==> src/sv/dlp_pkg.sv <==
`default_nettype none
package dlp_pkg;

   localparam int LINE_CHARS_DEF = 16;

   localparam int BYTE_W   = 8;
   localparam int DIGIT_W  = 4;
   localparam int VALUE_W  = 32;
   localparam int DCOUNT_W = 4;
   localparam int KIND_W   = 2;
   localparam int RSP_PAD_W  = 4;
   localparam int RSP_DATA_W = BYTE_W + VALUE_W + DCOUNT_W + RSP_PAD_W;

   localparam logic [KIND_W-1:0] KIND_ECHO   = 2'd0;
   localparam logic [KIND_W-1:0] KIND_NUMBER = 2'd1;
   localparam logic [KIND_W-1:0] KIND_REJECT = 2'd2;

   localparam logic [BYTE_W-1:0] CHAR_CR    = 8'd13;
   localparam logic [BYTE_W-1:0] CHAR_LF    = 8'd10;
   localparam logic [BYTE_W-1:0] CHAR_BS    = 8'd8;
   localparam logic [BYTE_W-1:0] CHAR_DEL   = 8'd127;
   localparam logic [BYTE_W-1:0] CHAR_SPACE = 8'd32;
   localparam logic [BYTE_W-1:0] CHAR_ZERO  = 8'd48;
   localparam logic [BYTE_W-1:0] CHAR_NINE  = 8'd57;

   typedef struct packed {
      logic clear;
      logic step;
   } acc_ctl_type;

endpackage
`default_nettype wire

==> src/sv/dlp_ram.sv <==
`default_nettype none
module dlp_ram #(
   parameter int WIDTH = 4,
   parameter int DEPTH = 15,
   parameter int AW    = (DEPTH > 1) ? $clog2(DEPTH) : 1
) (
   input  wire logic             clock,
   input  wire logic             wr_en,
   input  wire logic [AW-1:0]    wr_addr,
   input  wire logic [WIDTH-1:0] wr_data,
   input  wire logic             rd_en,
   input  wire logic [AW-1:0]    rd_addr,
   output logic      [WIDTH-1:0] rd_data
);

   logic [WIDTH-1:0] mem_ff [DEPTH];
   logic [WIDTH-1:0] rd_data_ff;

   always_ff @(posedge clock) begin
      if (wr_en) begin
         mem_ff[wr_addr] <= wr_data;
      end
      if (rd_en) begin
         rd_data_ff <= mem_ff[rd_addr];
      end
   end

   assign rd_data = rd_data_ff;

endmodule
`default_nettype wire

==> src/sv/dlp_acc.sv <==
`default_nettype none
module dlp_acc (
   input  wire logic                  clock,
   input  wire dlp_pkg::acc_ctl_type  ctl,
   input  wire logic [3:0]            digit,
   output logic      [31:0]           acc
);
   import dlp_pkg::*;

   logic [VALUE_W-1:0] acc_ff;
   logic [VALUE_W-1:0] acc_in;

   // times ten as two shifts and an add, wraps modulo 2^32
   always_comb begin
      acc_in = acc_ff;
      if (ctl.clear) begin
         acc_in = '0;
      end else if (ctl.step) begin
         acc_in = (acc_ff << 3) + (acc_ff << 1) + VALUE_W'(digit);
      end
   end

   always_ff @(posedge clock) begin
      acc_ff <= acc_in;
   end

   assign acc = acc_ff;

endmodule
`default_nettype wire

==> src/sv/dlp_ctrl.sv <==
`default_nettype none
module dlp_ctrl #(
   parameter int LINE_CHARS = dlp_pkg::LINE_CHARS_DEF,
   parameter int DEPTH      = LINE_CHARS - 1,
   parameter int AW         = (DEPTH > 1) ? $clog2(DEPTH) : 1
) (
   input  wire logic                 clock,
   input  wire logic                 reset,
   input  wire logic                 req_tvalid,
   output logic                      req_tready,
   input  wire logic [7:0]           req_tdata,
   output logic                      rsp_tvalid,
   input  wire logic                 rsp_tready,
   output logic      [1:0]           rsp_kind,
   output logic      [7:0]           rsp_char,
   output logic      [31:0]          rsp_value,
   output logic      [3:0]           rsp_digits,
   output logic                      rsp_last,
   output logic                      ram_wr_en,
   output logic      [AW-1:0]        ram_wr_addr,
   output logic      [3:0]           ram_wr_data,
   output logic                      ram_rd_en,
   output logic      [AW-1:0]        ram_rd_addr,
   output dlp_pkg::acc_ctl_type      acc_ctl,
   input  wire logic [31:0]          acc_value
);
   import dlp_pkg::*;

   localparam int CW = $clog2(LINE_CHARS);

   typedef enum logic [1:0] {ST_IDLE, ST_EMIT, ST_BACK, ST_CONV} state_type;

   state_type           state_ff;
   logic [CW-1:0]       count_ff;
   logic [CW-1:0]       rd_ptr_ff;
   logic                rd_vld_ff;
   logic [1:0]          bs_idx_ff;
   logic [KIND_W-1:0]   pend_kind_ff;
   logic [BYTE_W-1:0]   pend_char_ff;
   logic [VALUE_W-1:0]  pend_value_ff;
   logic [DCOUNT_W-1:0] pend_digits_ff;
   logic                out_valid_ff;
   logic [KIND_W-1:0]   out_kind_ff;
   logic [BYTE_W-1:0]   out_char_ff;
   logic [VALUE_W-1:0]  out_value_ff;
   logic [DCOUNT_W-1:0] out_digits_ff;
   logic                out_last_ff;

   logic accept;
   logic is_digit;
   logic is_back;
   logic is_enter;
   logic has_room;
   logic slot_free;
   logic rd_more;

   assign req_tready = (state_ff == ST_IDLE);
   assign accept     = req_tvalid && req_tready;
   assign is_digit   = req_tdata inside {[CHAR_ZERO:CHAR_NINE]};
   assign is_back    = req_tdata inside {CHAR_BS, CHAR_DEL};
   assign is_enter   = req_tdata inside {CHAR_CR, CHAR_LF};
   assign has_room   = count_ff < CW'(DEPTH);
   assign slot_free  = !out_valid_ff || rsp_tready;
   assign rd_more    = rd_ptr_ff < count_ff;

   assign ram_wr_en   = accept && is_digit && has_room;
   assign ram_wr_addr = count_ff[AW-1:0];
   assign ram_wr_data = DIGIT_W'(req_tdata - CHAR_ZERO);
   assign ram_rd_en   = (state_ff == ST_CONV) && rd_more;
   assign ram_rd_addr = rd_ptr_ff[AW-1:0];

   assign acc_ctl.clear = accept;
   assign acc_ctl.step  = (state_ff == ST_CONV) && rd_vld_ff;

   always_ff @(posedge clock) begin
      if (rsp_tready) begin
         out_valid_ff <= 1'b0;
      end
      case (state_ff)
         ST_IDLE: begin
            if (accept) begin
               if (is_enter) begin
                  if (count_ff != '0) begin
                     rd_ptr_ff <= '0;
                     rd_vld_ff <= 1'b0;
                     state_ff  <= ST_CONV;
                  end else begin
                     pend_kind_ff   <= KIND_REJECT;
                     pend_char_ff   <= '0;
                     pend_value_ff  <= '0;
                     pend_digits_ff <= '0;
                     state_ff       <= ST_EMIT;
                  end
               end else if (is_back) begin
                  if (count_ff != '0) begin
                     count_ff  <= count_ff - 1'b1;
                     bs_idx_ff <= '0;
                     state_ff  <= ST_BACK;
                  end
               end else if (is_digit && has_room) begin
                  count_ff       <= count_ff + 1'b1;
                  pend_kind_ff   <= KIND_ECHO;
                  pend_char_ff   <= req_tdata;
                  pend_value_ff  <= '0;
                  pend_digits_ff <= '0;
                  state_ff       <= ST_EMIT;
               end
            end
         end
         ST_EMIT: begin
            if (slot_free) begin
               out_valid_ff  <= 1'b1;
               out_kind_ff   <= pend_kind_ff;
               out_char_ff   <= pend_char_ff;
               out_value_ff  <= pend_value_ff;
               out_digits_ff <= pend_digits_ff;
               out_last_ff   <= 1'b1;
               state_ff      <= ST_IDLE;
            end
         end
         ST_BACK: begin
            if (slot_free) begin
               out_valid_ff  <= 1'b1;
               out_kind_ff   <= KIND_ECHO;
               out_char_ff   <= (bs_idx_ff == 2'd1) ? CHAR_SPACE : CHAR_BS;
               out_value_ff  <= '0;
               out_digits_ff <= '0;
               out_last_ff   <= (bs_idx_ff == 2'd2);
               bs_idx_ff     <= bs_idx_ff + 2'd1;
               if (bs_idx_ff == 2'd2) begin
                  state_ff <= ST_IDLE;
               end
            end
         end
         ST_CONV: begin
            // the read of entry k issues in the cycle before its accumulate
            if (rd_more) begin
               rd_ptr_ff <= rd_ptr_ff + 1'b1;
               rd_vld_ff <= 1'b1;
            end else begin
               rd_vld_ff <= 1'b0;
               if (!rd_vld_ff) begin
                  pend_kind_ff   <= KIND_NUMBER;
                  pend_char_ff   <= '0;
                  pend_value_ff  <= acc_value;
                  pend_digits_ff <= DCOUNT_W'(count_ff);
                  count_ff       <= '0;
                  state_ff       <= ST_EMIT;
               end
            end
         end
         default: begin
            state_ff <= ST_IDLE;
         end
      endcase
      if (reset) begin
         state_ff     <= ST_IDLE;
         count_ff     <= '0;
         rd_vld_ff    <= 1'b0;
         out_valid_ff <= 1'b0;
      end
   end

   assign rsp_tvalid = out_valid_ff;
   assign rsp_kind   = out_kind_ff;
   assign rsp_char   = out_char_ff;
   assign rsp_value  = out_value_ff;
   assign rsp_digits = out_digits_ff;
   assign rsp_last   = out_last_ff;

endmodule
`default_nettype wire

==> src/sv/decimal_line_entry_parser.sv <==
`default_nettype none
// channel   direction  tdata                                          tuser          tlast
// req       in         rx_byte[7:0]                                   -              -
// rsp       out        echo_char, number_value, digits_entered, pad   out_kind[1:0]  last_of_run
//
// a digit or an empty enter goes from the request through the emit state to the result register;
// a backspace echoes backspace, space, backspace from the back state, one echoed byte at a time;
// enter with n stored digits reads the store one digit per cycle, then emits the number.
// the next request is taken as soon as the last result sits in the output register.
// synchronous reset empties the count; the digit store is not cleared.
// a stalled rsp_tready holds the result register and the emit and backspace states behind it.
module decimal_line_entry_parser #(
   parameter int LINE_CHARS = dlp_pkg::LINE_CHARS_DEF
) (
   input  wire logic                            clock,
   input  wire logic                            reset,
   input  wire logic                            req_tvalid,
   output logic                                 req_tready,
   input  wire logic [7:0]                      req_tdata,  // rx_byte[7:0]
   output logic                                 rsp_tvalid,
   input  wire logic                            rsp_tready,
   // echo_char[7:0], number_value[39:8], digits_entered[43:40], zero[47:44]
   output logic      [dlp_pkg::RSP_DATA_W-1:0]  rsp_tdata,
   output logic      [1:0]                      rsp_tuser,  // out_kind[1:0]
   output logic                                 rsp_tlast
);
   import dlp_pkg::*;

   localparam int DEPTH = LINE_CHARS - 1;
   localparam int AW    = (DEPTH > 1) ? $clog2(DEPTH) : 1;

   logic                ram_wr_en;
   logic [AW-1:0]       ram_wr_addr;
   logic [DIGIT_W-1:0]  ram_wr_data;
   logic                ram_rd_en;
   logic [AW-1:0]       ram_rd_addr;
   logic [DIGIT_W-1:0]  ram_rd_data;
   acc_ctl_type         acc_ctl;
   logic [VALUE_W-1:0]  acc_value;
   logic [BYTE_W-1:0]   rsp_char;
   logic [VALUE_W-1:0]  rsp_value;
   logic [DCOUNT_W-1:0] rsp_digits;

   dlp_ram #(
      .WIDTH (DIGIT_W),
      .DEPTH (DEPTH),
      .AW    (AW)
   ) u_store (
      .clock   (clock),
      .wr_en   (ram_wr_en),
      .wr_addr (ram_wr_addr),
      .wr_data (ram_wr_data),
      .rd_en   (ram_rd_en),
      .rd_addr (ram_rd_addr),
      .rd_data (ram_rd_data)
   );

   dlp_acc u_acc (
      .clock (clock),
      .ctl   (acc_ctl),
      .digit (ram_rd_data),
      .acc   (acc_value)
   );

   dlp_ctrl #(
      .LINE_CHARS (LINE_CHARS),
      .DEPTH      (DEPTH),
      .AW         (AW)
   ) u_ctrl (
      .clock       (clock),
      .reset       (reset),
      .req_tvalid  (req_tvalid),
      .req_tready  (req_tready),
      .req_tdata   (req_tdata),
      .rsp_tvalid  (rsp_tvalid),
      .rsp_tready  (rsp_tready),
      .rsp_kind    (rsp_tuser),
      .rsp_char    (rsp_char),
      .rsp_value   (rsp_value),
      .rsp_digits  (rsp_digits),
      .rsp_last    (rsp_tlast),
      .ram_wr_en   (ram_wr_en),
      .ram_wr_addr (ram_wr_addr),
      .ram_wr_data (ram_wr_data),
      .ram_rd_en   (ram_rd_en),
      .ram_rd_addr (ram_rd_addr),
      .acc_ctl     (acc_ctl),
      .acc_value   (acc_value)
   );

   assign rsp_tdata = {{RSP_PAD_W{1'b0}}, rsp_digits, rsp_value, rsp_char};

endmodule
`default_nettype wire

==> config.mk <==
export PLATFORM = sky130hd
export DESIGN_NAME = decimal_line_entry_parser
export DESIGN_NICKNAME = d
export VERILOG_FILES = /design/src/sv/dlp_pkg.sv /design/src/sv/dlp_ram.sv /design/src/sv/dlp_acc.sv /design/src/sv/dlp_ctrl.sv /design/src/sv/decimal_line_entry_parser.sv
export SDC_FILE = /design/constraint.sdc
export NUM_CORES = 1
export LEC_CHECK = 0
export BUFFER_PORTS_ARGS = -buffer_cell sky130_fd_sc_hd__buf_2
export CORE_MARGIN = 10
export CORE_UTILIZATION = 25
export CTS_BUF_LIST = sky130_fd_sc_hd__clkbuf_4
export DETAILED_ROUTE_END_ITERATION = 8
export SLEW_MARGIN = 20
export SYNTH_ARGS = -nofsm -noshare
export SYNTH_HDL_FRONTEND = slang
export SYNTH_HIERARCHICAL = 1
export SYNTH_SLANG_ARGS = --single-unit
==> constraint.sdc <==
create_clock -name clock -period 7 [get_ports clock]
set_clock_uncertainty 0.05 [all_clocks]
set_input_delay 0.35 -clock clock [delete_from_list [all_inputs] [get_ports clock]]
set_output_delay 0.35 -clock clock [all_outputs]
set_load 0.01 [all_outputs]
Word-level counts from Yosys, hierarchy flattened
Memory sizes are Yosys's and may differ from the RTL's. A register that Yosys moved wholly into a read port is not among the register bits.
Index checks and enable logic that the tools add are counted.
{"block": "totals", "latchBits": 0, "n_memories": 1, "ram_bits": 60, "output_inout_bits": 53, "elab_cells": 165, "romBits": 0, "inputBits": 12, "reg_bits": 139}
{"block": "classes", "n_mul": 0, "shifts": 0, "n_addsub": 7, "reduce_logical": 24, "muxes": 86, "bitwise_logic": 0, "eq_ne": 27, "magnitude_cmp": 4, "div": 0}
{"name": "u_store.mem_ff", "depth": 15, "word_bits": 4, "read_ports": 1, "rd_clocked_by_memory_dff": 1, "write_ports": 1, "line_no": "dlp_ram.sv:16", "text": "logic [WIDTH-1:0] mem_ff [DEPTH];"}
{"op": "$mux 32", "n": 9}
{"op": "$pmux 32 s2", "n": 2}
{"op": "$mux 4", "n": 20}
{"op": "$mux 8", "n": 9}
{"op": "$mux 2", "n": 22}
{"op": "$add 32x32->32", "n": 1}
{"op": "$add 32x4->32", "n": 1}
{"op": "$pmux 4 s2", "n": 4}
{"op": "$pmux 8 s2", "n": 2}
{"op": "$eq 8x4->1 const B", "n": 3}
{"op": "$ne 3x3->1 const B", "n": 5}
{"op": "$ne 2x2->1 const B", "n": 7}
{"op": "$reduce_and 7->1", "n": 2}
{"op": "$pmux 2 s2", "n": 3}
{"op": "$mux 1", "n": 11}
{"op": "$reduce_bool 2->1", "n": 5}
{"op": "$add 4x1->4 const B", "n": 2}
{"op": "$eq 8x7->1 const B", "n": 1}
{"op": "$ge 8x6->1 const B", "n": 1}
{"op": "$le 8x6->1 const B", "n": 1}
{"op": "$ne 2x1->1 const B", "n": 4}
{"op": "$ne 4x4->1 const B", "n": 2}
{"op": "$pmux 2 s4", "n": 1}
{"op": "$reduce_and 8->1", "n": 1}
{"op": "18 further kinds", "n": 29}

Longest topological paths before layout
{"block": "depth", "word_depth": 8, "mapped_depth": 11, "ltp_nobuf": 11}

By module
Netlist, hierarchy kept.
{"mod": "dlp_ctrl", "cells_each": 338, "n_inst": 1, "area_each_um2": 4625.7}
{"mod": "dlp_acc", "cells_each": 389, "n_inst": 1, "area_each_um2": 3246.9}
{"mod": "dlp_ram", "cells_each": 131, "n_inst": 1, "area_each_um2": 2600.0}
{"mod": "decimal_line_entry_parser", "cells_each": 5, "n_inst": 1, "area_each_um2": 33.8}

Worst setup path before layout
No wires, ideal clock.
{"block": "synth_path", "path_kind": "input port to flip-flop", "start": "input port req_tdata[5]", "end": "register u_ctrl.pend_char_ff[0], enable pin", "t_arrival_ns": 4.794, "slack_ns": 1.636, "setup_time_ns": 0.520, "path_stages": 5, "required_time_ns": 6.430, "cell_sequence": "or4b_4 a211oi_1 a21oi_1 a21o_1 a21boi_0"}
{"block": "synth_between", "elab_chain_len": 5, "elab_cells_between_ends": 14}
{"item": "start, declared", "line_no": "decimal_line_entry_parser.sv:19", "text": "input wire logic [7:0] req_tdata,"}
{"item": "$ge 8x6->1 / $le 8x6->1 (equally long branches)", "line_no": "dlp_ctrl.sv:59", "text": "assign is_digit = req_tdata inside {[CHAR_ZERO:CHAR_NINE]};"}
{"item": "$logic_and 1x1->1", "line_no": "dlp_ctrl.sv:59"}
{"item": "$logic_and 1x1->1", "line_no": "dlp_ctrl.sv:100", "text": "end else if (is_digit && has_room) begin"}
{"item": "$ne 3x3->1 (no source line)"}
{"item": "$reduce_and 7->1 (no source line) *"}
{"item": "end signal, assigned", "line_no": "dlp_ctrl.sv:103", "text": "pend_char_ff <= req_tdata;"}
{"item": "end, declared", "line_no": "dlp_ctrl.sv:39", "text": "logic [BYTE_W-1:0] pend_char_ff;"}
Mark *: on every way between the ends. The rest lies on a longest branch, timed or not.
A chain may end at the register's enable or synchronous reset.

==> out/results.ini <==
[worst_hold_path]
holdCritStartpoint=req_tdata[3]
min_path_cells=1
min_to=u_store/mem_ff[1][3]
min_path_type=in2reg

[floorplanning]
dieArea_um2=50630
rows=75
die_w_um=225
core_area_um2=41760
initial_core_util_pct=25.16
die_h_um=225
io_pins=65

[power]
peakVddDrop_mv=0.08214
leakagePower_nw=4.515
p_per_area_nw_per_um2=193.5

[worst_setup_path]
cpMaxStageDelayCell=ha_1
regToRegEndpoint=u_store/mem_ff[0][3]
crit_arrival_ps=3480
critPathRequiredTime_ps=7260
crit_family=simple AND/OR/NAND/NOR gates
timing.rr.start=u_ctrl/state_ff[0]
path_max_fanout=27
critPathMaxStageDelay_ps=540
start_kind=register
ff2ff_path_depth=7
worstSetupPathType=reg2reg
path_cells=inv_1 -> ha_1 -> and2_1 -> buf_4 -> nor2b_1 -> or3b_2 -> nor3_1
end_kind=register
path_buf_inv=2
reg2reg_setup_slack_ps=3780

[global_route]
grt_antenna_before_repair=1
grt_max_degree=54
grt_pass1_wl_um=37300
overflow=0
grt_util_all_layers_pct=8.994
grt_pass1_vias=7149

[synth]
postSynthCellCount=863
synth-seq-cells=203
synth_cell_types=74
ys.flop_type=edfxtp_1
yosysMostFrequentCell=edfxtp_1
avgSynthCellArea_um2=12.17
synth_commonest_cells=edfxtp_1, ha_1, nor2_1, nor2b_1, a21oi_1
synth_area_um2=10510
synthDominantCellAreaShare_pct=46.59
yosys-top-cells-area=edfxtp_1, ha_1, dfxtp_1
yosysSeqAreaShare_pct=54.21
synth-edff-count=163
async_flop_share_pct=0
ys_warn_count=6
synth_top_cell_by_area=edfxtp_1

[detailed_routing]
via_per_inst=4.534
drt_wl_total_um=22850
top_layer=met4
wire_per_inst_um=14.99
wl_met1_um=10250
wl_met2_um=10860
dr_wl_met3_um=979
dr_total_vias=6910
drcViolationCount=0
first_pass_iters=4
drtIter0Drc=281
antenna_left=0

[clock_network]
cts_buffers=48
cts.clk_slew.worst_paths_ps=70
tritoncts=done
clockRootBuffer=clkbuf_4
clkLatencyLatePin_ps=670
htree_num_levels=2
cts_buffer_depth=3
cts_setup_buffers=0
cts_sinks=203
ctsResizeCount=0

[sta]
final_max_slew_viol_count=0
fin_tns_setup_ps=0
tightestPinTransition_ps=1140
setup_viol=0
period_needed_ps=3221
hold_violations=0
whs_ps=64.52
finalCritPeriodShare_pct=46.02
rsz0062_at_grt=false
timing.slew.headroom_pct=24.01
max_freq_ghz=0.3105

[place]
port_buffers=60
placed_cell_area_um2=11250
hpwl_um=15700
gp_congestion=0.8407

[finish]
drive_above_1_share_pct=17.17
nets=1030
regArea_um2=5695
synthToLayoutAreaGrowth_pct=13.54
num-fill-cells=4293
fin_area_um2=11930
multi_input_area_um2=4452

[job]
drv_cap=0

[status]
status=completed

==> power by group <==
| group | leakage (nW) | switching, W | total, W | internal (W) |
|---|---|---|---|---|
| Combinational | 2.34 | 0.0000507 | 0.0000784 | 0.0000278 |
| Sequential | 1.82 | 0.00000802 | 0.00132 | 0.00131 |
| Clock | 0.352 | 0.000471 | 0.000908 | 0.000437 |
| Total | 4.51 | 0.000530 | 0.00231 | 0.00178 |
==> state kept, by name, indices dropped and copies added (netlist names) <==
register	flops
u_acc/acc	32
u_ctrl/bs_idx_ff	2
u_ctrl/pend_char_ff	8
u_ctrl/pend_digits_ff	4
u_ctrl/pend_kind_ff	2
u_ctrl/pend_value_ff	32
u_ctrl/ram_rd_addr	4
u_ctrl/ram_wr_addr	4
u_ctrl/rd_vld_ff	1
u_ctrl/rsp_char	8
u_ctrl/rsp_digits	4
u_ctrl/rsp_kind	2
u_ctrl/rsp_last	1
u_ctrl/rsp_tvalid	1
u_ctrl/rsp_value	32
u_ctrl/state_ff	2
u_store/mem_ff	60
u_store/rd_data	4
==> layout by cell type, fill, tap and decap left out, types with 15 or more instances in the layout <==
cell / count
nor2b_1: 59
a21o_1: 17
clkbuf_4: 65
nand2b_1: 15
nor2_1: 58
clkinv_1: 18
dfxtp_1: 40
a21oi_1: 41
ha_1: 69
nor3_1: 21
o21ai_0: 33
and2_1: 36
nand2_1: 33
buf_2: 60
mux2i_1: 24
edfxtp_1: 163
inv_1: 27
==> per-layer routing <==
layer / global-route usage [%] / up-vias
li1: - / 3398
met1: 10.78 / 3315
met2: 14.94 / 149
met3: 1.848 / 48
met4: 4.782 / 0
met5: 0 / -
==> worst reg2reg max path: stages, from the launching register on <==
cell and delay (ps):
dfxtp_1 340, inv_1 120, ha_1 540, and2_1 210, buf_4 320, nor2b_1 320
or3b_2 520, nor3_1 440
==> cell type report <==
| cell class | instances | share of cell area, % |
|---|---|---|
| multi-input cells | 592 | 37.32 |
| diodes | 1 | 0.02098 |
| clock buffers | 65 | 4.091 |
| clock inverters | 24 | 0.8286 |
| inverters | 28 | 0.9020 |
| repair buffers | 72 | 3.440 |
| flip-flops and latches | 203 | 47.75 |
| well taps | 539 | 5.653 |
==> kinds of logic (layout without fill, tap and decap cells) <==
logic type                 after synthesis  in the layout  synth area share (%)
adders and majority gates               73             73                 8.908
muxes                                   39             39                 5.538
xor gates and xnor gates                20             20                 1.667
other                                    1              5               0.03569
DFF                                    203            203                 54.21
and+or+nand+nor                        294            294                 15.52
AOI/OAI and AO/OA                      162            162                 10.33
buffers and inverters                   71            189                 3.799
==> through the flow <==
stage | utilization (%) | power (W) | setup WS (ps) | cells
after global placement | 26.93 | 0.001422 | 3937 | 1426
after floorplan | - | 0.001397 | 1636 | 866
after CTS | 28.53 | 0.002356 | 3823 | 1523
after global routing | 28.57 | 0.002414 | 3538 | 1524
after detailed placement | 26.93 | 0.001424 | 3837 | 1426
final | 28.57 | 0.002308 | 3779 | 1524
==> worst max path at each step <==
stage,end,depth (start not counted),startpoint,slack (ps)
after CTS,u_store/mem_ff[0][3],7,u_ctrl/state_ff[1],3820
after detailed placement,u_store/mem_ff[0][3],7,u_ctrl/state_ff[1],3840
after floorplan,u_ctrl/pend_char_ff[0],5,req_tdata[5],1640
final,u_store/mem_ff[0][3],7,u_ctrl/state_ff[0],3780
after global routing,u_store/mem_ff[0][3],7,u_ctrl/state_ff[1],3540
after global placement,u_store/mem_ff[0][3],7,u_ctrl/state_ff[0],3940
==> timing repair <==
action,in CTS,in global routing
hold endpoints to repair,26,0
endpoints found under the setup margin,0,0
hold buffers,8,0
No activity file was read; power rests on OpenSTA's default activity.
